**config.mk**
```make
export PLATFORM = sky130hd
export DESIGN_NAME = ike_payload_chain_parser_core
export DESIGN_NICKNAME = d
export VERILOG_FILES = /design/src/rtl/core/ikepc_pkg.sv /design/src/rtl/core/ikepc_front.sv /design/src/rtl/core/ikepc_queue.sv /design/src/rtl/core/ikepc_back.sv /design/src/rtl/core/ike_payload_chain_parser_core.sv
export SDC_FILE = /design/constraint.sdc
export NUM_CORES = 1
export LEC_CHECK = 0
export BUFFER_PORTS_ARGS = -buffer_cell sky130_fd_sc_hd__buf_4
export CELL_PAD_IN_SITES_DETAIL_PLACEMENT = 1
export CELL_PAD_IN_SITES_GLOBAL_PLACEMENT = 1
export CORE_MARGIN = 1.5
export CORE_UTILIZATION = 40
export CTS_CLUSTER_DIAMETER = 60
export CTS_CLUSTER_SIZE = 25
export DETAILED_ROUTE_END_ITERATION = 8
export PLACE_DENSITY_LB_ADDON = 0.15
export SLEW_MARGIN = 20
export SYNTH_ARGS = -nofsm -noshare
export SYNTH_HDL_FRONTEND = slang
export SYNTH_HIERARCHICAL = 1
export SYNTH_SLANG_ARGS = --single-unit
export TNS_END_PERCENT = 100
```
**constraint.sdc**
```tcl
create_clock -name clk -period 26.9 [get_ports clk]
set_input_delay 2.69 -clock clk [delete_from_list [all_inputs] [get_ports clk]]
set_output_delay 2.69 -clock clk [all_outputs]
set_load 0.02 [all_outputs]
```
**src/rtl/core/ikepc_pkg.sv**
```systemverilog
// ----------------------------------------------------------------------------
// ikepc_pkg
// Types and constants shared by the IKEv2 payload chain parser core.
// ----------------------------------------------------------------------------
package ikepc_pkg;

	localparam int MAX_PAYLOADS_DEF = 32;
	localparam int MAX_BYTES_DEF    = 65535;
	localparam int QUEUE_DEPTH_DEF  = 4;

	localparam logic [15:0] HDR_BYTES = 16'd28;
	localparam logic [15:0] GEN_HDR   = 16'd4;

	localparam logic [15:0] POS_FIRST_TYPE = 16'd16;
	localparam logic [15:0] POS_EXCHANGE   = 16'd18;
	localparam logic [15:0] POS_FLAGS      = 16'd19;
	localparam logic [15:0] POS_MSGID_LO   = 16'd20;
	localparam logic [15:0] POS_MSGID_HI   = 16'd23;

	localparam logic [2:0] ST_OK       = 3'd0;
	localparam logic [2:0] ST_SHORT    = 3'd1;
	localparam logic [2:0] ST_MISMATCH = 3'd2;
	localparam logic [2:0] ST_TRUNC    = 3'd3;
	localparam logic [2:0] ST_BADLEN   = 3'd4;
	localparam logic [2:0] ST_TOOLONG  = 3'd5;

	localparam logic KIND_RECORD = 1'b0;
	localparam logic KIND_STATUS = 1'b1;

	typedef struct packed {
		logic [7:0] data_byte;
		logic       last_byte;
	} in_t;

	typedef struct packed {
		logic        result_kind;
		logic [7:0]  pl_type;
		logic [15:0] data_offset;
		logic [15:0] data_length;
		logic [4:0]  record_index;
		logic [2:0]  status;
		logic [5:0]  payload_count;
		logic [7:0]  exch_code;
		logic [7:0]  header_flags;
		logic [31:0] message_id;
		logic        last;
	} out_t;

	// one queued request: an optional record followed by an optional status
	typedef struct packed {
		logic rec_valid;
		logic stat_valid;
		out_t rec;
		out_t stat;
	} action_t;

	typedef struct packed {
		logic full;
		logic empty;
	} q_stat_t;

endpackage

```
**src/rtl/core/ikepc_front.sv**
```systemverilog
// ----------------------------------------------------------------------------
// ikepc_front
// Byte parser: captures the fixed header, walks the generic payload headers
// and queues record and status requests.
// ----------------------------------------------------------------------------
module ikepc_front import ikepc_pkg::*; #(
	parameter int MAX_PAYLOADS = MAX_PAYLOADS_DEF,
	parameter int MAX_BYTES    = MAX_BYTES_DEF
) (
	input  logic    clk,
	input  logic    arst_n,
	input  logic    in_valid,
	output logic    in_ready,
	input  in_t     in_data,
	input  q_stat_t q_stat,
	output logic    push,
	output action_t push_data
);

	localparam int RCW = $clog2(MAX_PAYLOADS + 1);

	typedef struct packed {
		logic active;
		logic trunc;
	} walk_t;

	logic [15:0]    pos_q, pos_n;
	logic           ovf_q, ovf_n;
	logic [31:0]    decl_q, decl_n;
	logic [7:0]     first_q, first_n;
	logic [7:0]     exch_q, exch_n;
	logic [7:0]     flags_q, flags_n;
	logic [31:0]    msgid_q, msgid_n;
	logic [7:0]     type_q, type_n;
	logic [16:0]    off_q, off_n;
	logic [7:0]     plen_hi_q, plen_hi_n;
	logic [7:0]     pend_q, pend_n;
	logic           walk_q, walk_n;
	logic [2:0]     err_q, err_n;
	logic [RCW-1:0] rec_q, rec_n;
	logic [15:0]    plen;
	logic [16:0]    off_sum;
	logic           rec_v;
	logic [2:0]     st;
	walk_t          cw;
	logic           accept;

	function automatic walk_t cont_walk(input logic [7:0] nt, input logic [16:0] off,
			input logic [31:0] decl);
		walk_t r;
		r = '0;
		if (nt == 8'd0 || {15'd0, off} >= decl) begin
			r = '0;
		end else if (off > 17'(MAX_BYTES)) begin
			r = '0;
		end else if ({15'd0, off} + {16'd0, GEN_HDR} > decl) begin
			r.trunc = 1'b1;
		end else begin
			r.active = 1'b1;
		end
		return r;
	endfunction

	assign in_ready = !q_stat.full;
	assign accept   = in_valid && in_ready;
	assign plen     = {plen_hi_q, in_data.data_byte};
	assign off_sum  = off_q + {1'b0, plen};

	always_comb begin
		pos_n     = pos_q;
		ovf_n     = ovf_q || (pos_q >= 16'(MAX_BYTES));
		decl_n    = decl_q;
		first_n   = first_q;
		exch_n    = exch_q;
		flags_n   = flags_q;
		msgid_n   = msgid_q;
		type_n    = type_q;
		off_n     = off_q;
		plen_hi_n = plen_hi_q;
		pend_n    = pend_q;
		walk_n    = walk_q;
		err_n     = err_q;
		rec_n     = rec_q;
		rec_v     = 1'b0;
		cw        = '0;
		if (!ovf_n) begin
			if (pos_q < HDR_BYTES) begin
				if (pos_q == POS_FIRST_TYPE) begin
					first_n = in_data.data_byte;
				end else if (pos_q == POS_EXCHANGE) begin
					exch_n = in_data.data_byte;
				end else if (pos_q == POS_FLAGS) begin
					flags_n = in_data.data_byte;
				end else if (pos_q >= POS_MSGID_LO && pos_q <= POS_MSGID_HI) begin
					msgid_n = {msgid_q[23:0], in_data.data_byte};
				end else if (pos_q > POS_MSGID_HI) begin
					decl_n = {decl_q[23:0], in_data.data_byte};
				end
				if (pos_q == HDR_BYTES - 16'd1) begin
					off_n  = {1'b0, HDR_BYTES};
					type_n = first_n;
					cw     = cont_walk(first_n, {1'b0, HDR_BYTES}, decl_n);
					walk_n = cw.active;
					if (cw.trunc) begin
						err_n = ST_TRUNC;
					end
				end
			end else if (walk_q && {1'b0, pos_q} >= off_q) begin
				if ({1'b0, pos_q} == off_q) begin
					pend_n = in_data.data_byte;
				end else if ({1'b0, pos_q} == off_q + 17'd2) begin
					plen_hi_n = in_data.data_byte;
				end else if ({1'b0, pos_q} == off_q + 17'd3) begin
					if (plen < GEN_HDR || {15'd0, off_sum} > decl_q) begin
						err_n  = ST_BADLEN;
						walk_n = 1'b0;
					end else begin
						if (rec_q < RCW'(MAX_PAYLOADS)) begin
							rec_v = 1'b1;
							rec_n = rec_q + RCW'(1);
						end
						type_n = pend_q;
						off_n  = off_sum;
						cw     = cont_walk(pend_q, off_sum, decl_q);
						walk_n = cw.active;
						if (cw.trunc) begin
							err_n = ST_TRUNC;
						end
					end
				end
			end
			pos_n = pos_q + 16'd1;
		end

		if (ovf_n) begin
			st = ST_TOOLONG;
		end else if (pos_n < HDR_BYTES) begin
			st = ST_SHORT;
		end else if (decl_n > {16'd0, pos_n}) begin
			st = ST_MISMATCH;
		end else begin
			st = err_n;
		end

		push_data.rec_valid          = rec_v;
		push_data.stat_valid         = in_data.last_byte;
		push_data.rec.result_kind    = KIND_RECORD;
		push_data.rec.pl_type        = type_q;
		push_data.rec.data_offset    = 16'(off_q + {1'b0, GEN_HDR});
		push_data.rec.data_length    = plen - GEN_HDR;
		push_data.rec.record_index   = 5'(rec_q);
		push_data.rec.status         = ST_OK;
		push_data.rec.payload_count  = 6'(rec_n);
		push_data.rec.exch_code      = exch_n;
		push_data.rec.header_flags   = flags_n;
		push_data.rec.message_id     = msgid_n;
		push_data.rec.last           = 1'b0;
		push_data.stat.result_kind   = KIND_STATUS;
		push_data.stat.pl_type       = first_n;
		push_data.stat.data_offset   = 16'd0;
		push_data.stat.data_length   = 16'd0;
		push_data.stat.record_index  = 5'd0;
		push_data.stat.status        = st;
		push_data.stat.payload_count = 6'(rec_n);
		push_data.stat.exch_code     = exch_n;
		push_data.stat.header_flags  = flags_n;
		push_data.stat.message_id    = msgid_n;
		push_data.stat.last          = 1'b1;
	end

	assign push = accept && (rec_v || in_data.last_byte);

	always_ff @(posedge clk or negedge arst_n) begin
		if (!arst_n) begin
			pos_q     <= '0;
			ovf_q     <= 1'b0;
			decl_q    <= '0;
			first_q   <= '0;
			exch_q    <= '0;
			flags_q   <= '0;
			msgid_q   <= '0;
			type_q    <= '0;
			off_q     <= {1'b0, HDR_BYTES};
			plen_hi_q <= '0;
			pend_q    <= '0;
			walk_q    <= 1'b0;
			err_q     <= ST_OK;
			rec_q     <= '0;
		end else if (accept) begin
			if (in_data.last_byte) begin
				pos_q     <= '0;
				ovf_q     <= 1'b0;
				decl_q    <= '0;
				first_q   <= '0;
				exch_q    <= '0;
				flags_q   <= '0;
				msgid_q   <= '0;
				type_q    <= '0;
				off_q     <= {1'b0, HDR_BYTES};
				plen_hi_q <= '0;
				pend_q    <= '0;
				walk_q    <= 1'b0;
				err_q     <= ST_OK;
				rec_q     <= '0;
			end else begin
				pos_q     <= pos_n;
				ovf_q     <= ovf_n;
				decl_q    <= decl_n;
				first_q   <= first_n;
				exch_q    <= exch_n;
				flags_q   <= flags_n;
				msgid_q   <= msgid_n;
				type_q    <= type_n;
				off_q     <= off_n;
				plen_hi_q <= plen_hi_n;
				pend_q    <= pend_n;
				walk_q    <= walk_n;
				err_q     <= err_n;
				rec_q     <= rec_n;
			end
		end
	end

endmodule

```
**src/rtl/core/ikepc_queue.sv**
```systemverilog
// ----------------------------------------------------------------------------
// ikepc_queue
// Short request queue between the parser and the result sequencer.
// ----------------------------------------------------------------------------
module ikepc_queue import ikepc_pkg::*; #(
	parameter int DEPTH = QUEUE_DEPTH_DEF
) (
	input  logic    clk,
	input  logic    arst_n,
	input  logic    push,
	input  action_t push_data,
	input  logic    pop,
	output action_t head,
	output q_stat_t q_stat
);

	localparam int PW = (DEPTH > 1) ? $clog2(DEPTH) : 1;
	localparam int CW = $clog2(DEPTH + 1);

	action_t         ent_q [DEPTH];
	logic [PW-1:0]   wr_q;
	logic [PW-1:0]   rd_q;
	logic [CW-1:0]   cnt_q;

	function automatic logic [PW-1:0] nxt_ptr(input logic [PW-1:0] p);
		return (p == PW'(DEPTH - 1)) ? '0 : p + PW'(1);
	endfunction

	assign head         = ent_q[rd_q];
	assign q_stat.full  = (cnt_q == CW'(DEPTH));
	assign q_stat.empty = (cnt_q == '0);

	always_ff @(posedge clk) begin
		if (push) begin
			ent_q[wr_q] <= push_data;
		end
	end

	always_ff @(posedge clk or negedge arst_n) begin
		if (!arst_n) begin
			wr_q  <= '0;
			rd_q  <= '0;
			cnt_q <= '0;
		end else begin
			if (push) begin
				wr_q <= nxt_ptr(wr_q);
			end
			if (pop) begin
				rd_q <= nxt_ptr(rd_q);
			end
			if (push && !pop) begin
				cnt_q <= cnt_q + CW'(1);
			end else if (pop && !push) begin
				cnt_q <= cnt_q - CW'(1);
			end
		end
	end

endmodule

```
**src/rtl/core/ikepc_back.sv**
```systemverilog
// ----------------------------------------------------------------------------
// ikepc_back
// Result sequencer: splits each queued request into its record and status
// results and drives the registered output channel.
// ----------------------------------------------------------------------------
module ikepc_back import ikepc_pkg::*; (
	input  logic    clk,
	input  logic    arst_n,
	input  action_t head,
	input  q_stat_t q_stat,
	output logic    pop,
	output logic    out_valid,
	input  logic    out_ready,
	output out_t    out_data
);

	logic phase_q;
	logic load;
	logic emit_rec;

	assign load     = !q_stat.empty && (!out_valid || out_ready);
	assign emit_rec = head.rec_valid && !phase_q;
	assign pop      = load && (!emit_rec || !head.stat_valid);

	always_ff @(posedge clk) begin
		if (load) begin
			out_data <= emit_rec ? head.rec : head.stat;
		end
	end

	always_ff @(posedge clk or negedge arst_n) begin
		if (!arst_n) begin
			out_valid <= 1'b0;
			phase_q   <= 1'b0;
		end else begin
			if (load) begin
				out_valid <= 1'b1;
				phase_q   <= emit_rec && head.stat_valid;
			end else if (out_ready) begin
				out_valid <= 1'b0;
			end
		end
	end

endmodule

```
**src/rtl/core/ike_payload_chain_parser_core.sv**
```systemverilog
// ----------------------------------------------------------------------------
// ike_payload_chain_parser_core
// IKEv2 message payload chain parser, one byte per cycle while the request queue has room.
// ----------------------------------------------------------------------------
// Throughput: one byte per cycle while the request queue is not full; a byte
//   that yields a record and a status puts both on the output in turn, absorbed by the request queue.
// Path: each result is held in a request queue entry and then in the output register.
// Reset: arst_n clears all control state; after each status the parser
//   returns to its header state for the next message.
module ike_payload_chain_parser_core import ikepc_pkg::*; #(
	parameter int MAX_PAYLOADS = MAX_PAYLOADS_DEF,
	parameter int MAX_BYTES    = MAX_BYTES_DEF,
	parameter int QUEUE_DEPTH  = QUEUE_DEPTH_DEF
) (
	input  logic clk,
	input  logic arst_n,
	input  logic in_valid,
	output logic in_ready,
	input  in_t  in_data,
	output logic out_valid,
	input  logic out_ready,
	output out_t out_data
);

	logic    push;
	logic    pop;
	action_t push_data;
	action_t head;
	q_stat_t q_stat;

	ikepc_front #(
		.MAX_PAYLOADS(MAX_PAYLOADS),
		.MAX_BYTES   (MAX_BYTES)
	) u_front (
		.clk      (clk),
		.arst_n   (arst_n),
		.in_valid (in_valid),
		.in_ready (in_ready),
		.in_data  (in_data),
		.q_stat   (q_stat),
		.push     (push),
		.push_data(push_data)
	);

	ikepc_queue #(
		.DEPTH(QUEUE_DEPTH)
	) u_queue (
		.clk      (clk),
		.arst_n   (arst_n),
		.push     (push),
		.push_data(push_data),
		.pop      (pop),
		.head     (head),
		.q_stat   (q_stat)
	);

	ikepc_back u_back (
		.clk      (clk),
		.arst_n   (arst_n),
		.head     (head),
		.q_stat   (q_stat),
		.pop      (pop),
		.out_valid(out_valid),
		.out_ready(out_ready),
		.out_data (out_data)
	);

endmodule

```
==> results.tsv <==
metric	value	unit
core area	120000	sq um
Cells after Synth	2826	
largest net degree at the start of global routing	120	
drt pass-1 iters	5	
DR vias	25078	
Yosys top cell area share	58.55	%
initial antenna violation count	2	
largest stage delay on the critical path	800	ps
Initial Util	40.35	%
port buffer count	118	
Root Buffer	clkbuf_16	
CTS tree	done	
crit path kind	primary input to flip-flop	
minimum clock period	10560	ps
Layout Nets	2988	
hold crit path type	flip-flop to flip-flop	
crit-path most repeated cell	buf_4	
routed len/inst	25.29	microns
final core utilization	45.06	%
deepest clock path buffer count	3	
Seq/Total Area, Yosys	67.09	%
first-pass GRT wire length	175700	microns
share of post-route cells with drive strength above 1	26.10	%
Post-Syn Area	48410	sq um
Post-synth EDFFs	944	
GRT Total Usage	19.04	%
Max Fclk	94.66	MHz
Rows	127	
GRT Residual Overflow	0	
period utilisation layout	39.27	%
Max VDD drop	0.07128	mV
Primary FF master, synth	edfxtp_1	
syn_area_per_cell	17.13	sq um
Synth-to-Final Area Change	11.67	%
critical-path cell list	buf_4 > ha_1 > inv_1 > fa_1 > nand2b_1 > a21o_1 > a21boi_1 > nor2_1 > xnor2_1 > ha_1 > and4_1 > nand4_1 > nor4_1 > o2111ai_1 > nor4_4 > o21ai_0 > inv_1 > and2_4 > buf_4 > buf_4 > buf_4	
top-count cell post-synth	edfxtp_1	
startpoint type of the worst setup path	primary input	
IO Count	119	
Die Y	350.9	microns
placed cells	4382	
reg-to-reg slack, setup	17950	ps
Worst Hold Path EP	u_front/decl_q[19]	
Hold Path Cell Cnt	1	
Die X	350.9	microns
Setup TNS	0	ps
H-tree levels	3	
worst r2r src	u_front/off_q[1]	
CTS clk-pin slew, worst paths	80	ps
Final Max Slew Viols	0	
Post-synth top cells	edfxtp_1, mux4_2, dfrtp_1	
Max-cap violations	0	
final hold vios	0	
status	finished clean	
DRC	0	
Async S/R FF share, synth	14.88	%
top cells by area, synth	edfxtp_1, mux4_2, dfrtp_1	
CTS Buf Count	103	
Die ar.	123100	sq um
met2 WL	55720	microns
crit-path max FO	54	
GPL Wtd Cong	0.8674	
Synth cell types	95	
largest area contributor in the netlist	edfxtp_1	
Worst setup EP type	flip-flop	
CTS Hold Bufs	0	
hold_sp	u_front/decl_q[11]	
worst r2r dst	u_queue/ent_q[2][149]	
Top Metal Used	met4	
Slowest-stage cell, CP	and2_4	
vias in the first global route	26830	
pin slew with the least headroom to its limit	1202	ps
setup violators final	0	
met1 wire length	53750	microns
slew margin rel.	19.13	%
DRT iter0 DRCs	1717	
arrival time worst endpoint	10880	ps
worst skew pair latency	720	ps
Crit path depth	21	
CTS Sinks	1109	
CP required	27220	ps
crit path buf inv count	6	
power per cell area	98.12	nW/um^2
leakage power	19.23	nW
unrepaired setup endpoints after global routing	false	
Resize count post-CTS	0	
top cell family by delay on the critical path	buffers and inverters	
final hold slack	496.1	ps
routed vias/inst	5.473	
post-route ant nets	0	
Cell Count, Final, Fillers Out	4582	
post-detail-place hpwl	73570	microns
Post-Route WL	115900	microns
Setup Skew	44.65	ps
post-CTS setup buffers	0	
met3 wire len	4198	microns
Worst Reg-to-Reg Cells	19	
Ys Warns	6	
Seq cells post-synth	1109	
## state kept, by name, summed over array words and instances (netlist names)
name	flops
u_back/out_data	104
u_back/out_valid	1
u_back/phase_q	1
u_front/decl_q	32
u_front/err_q	3
u_front/exch_q	8
u_front/first_q	8
u_front/flags_q	8
u_front/msgid_q	32
u_front/off_q	17
u_front/ovf_q	1
u_front/pend_q	8
u_front/plen_hi_q	8
u_front/pos_q	16
u_front/rec_q	6
u_front/type_q	8
u_front/walk_q	1
u_queue/cnt_q	3
u_queue/ent_q	840
u_queue/rd_q	2
u_queue/wr_q	2
## logic make-up after synthesis
| family | share of synthesized area (%) |
|---|---|
| other cells | 0.01551 |
| fa+ha+maj | 2.590 |
| simple gates | 4.944 |
| flops | 67.09 |
| xor+xnor | 1.825 |
| buf+inv | 3.996 |
| mux | 14.32 |
| compound gates | 5.221 |
## area by class of cell
| cell class | instances | area [sq um] |
|---|---|---|
| Multi-Input combinational cell | 1439 | 14220 |
| Sequential cell | 1109 | 32490 |
| Antenna cell | 4 | 10.01 |
| Clock inverter | 88 | 1229 |
| Fill cell | 11388 | 65910 |
| Tap cell | 1612 | 2017 |
| Clock buffer | 107 | 2635 |
| Inverter | 67 | 251.5 |
| Timing Repair Buffer | 156 | 1215 |
## worst max-delay path by stage
stage / from / slack, ps / end
2_1_floorplan: in_data[8] / 15320 / u_queue/ent_q[3][0]
3_3_place_gp: in_data[1] / 15770 / u_queue/ent_q[2][145]
3_5_place_dp: in_data[1] / 15550 / u_queue/ent_q[2][150]
4_1_cts: in_data[1] / 16310 / u_queue/ent_q[2][57]
5_1_grt: in_data[1] / 15850 / u_queue/ent_q[2][149]
6_report: in_data[1] / 16340 / u_queue/ent_q[2][149]
## report_power, final
group	switching [mW]	internal [mW]	total (mW)
combinational	0.764	0.664	1.43
clock	0.747	0.879	1.63
sequential	0.0986	2.15	2.25
total	1.61	3.69	5.30
## placed cells by master (no fill, tap or decap), types with 11 or more instances in the layout
cell type	netlist	final
edfxtp_1	944	944
mux4_2	210	210
dfrtp_1	162	160
buf_4	120	151
mux2_2	120	120
nand2_1	120	119
clkbuf_16	0	105
ha_1	97	97
a22o_1	85	85
o21ai_0	85	83
nor2_1	78	77
inv_1	67	67
xnor2_1	65	65
a21oi_1	58	57
mux2_4	50	50
nand3_1	44	44
conb_1	2	44
xor2_1	34	34
nand4_1	31	31
nor3_1	27	27
nor4_1	26	25
a21o_1	24	24
and3_1	15	15
inv_6	0	14
nor2b_1	14	13
nand2b_1	13	13
o31ai_1	13	13
bufinv_16	0	12
inv_12	0	11
clkinvlp_4	0	11
a211oi_1	11	11
## routing by layer
layer | GRT usage (%) | vias to the layer above
met2 | 30.70 | 427
li1 | - | 11137
met1 | 27.34 | 13374
met3 | 2.766 | 140
met4 | 4.364 | 0
met5 | 0 | -
## per-stage QoR
stage	total power, mW	instance area, sq um	worst slack [ps]
2_1_floorplan	3.328	48570	15320
3_3_place_gp	3.732	50140	15770
3_5_place_dp	3.754	50150	15550
4_1_cts	5.396	54010	16310
5_1_grt	5.539	54050	15850
6_report	5.305	54060	16340
No activity file was read; power rests on OpenSTA's default activity.
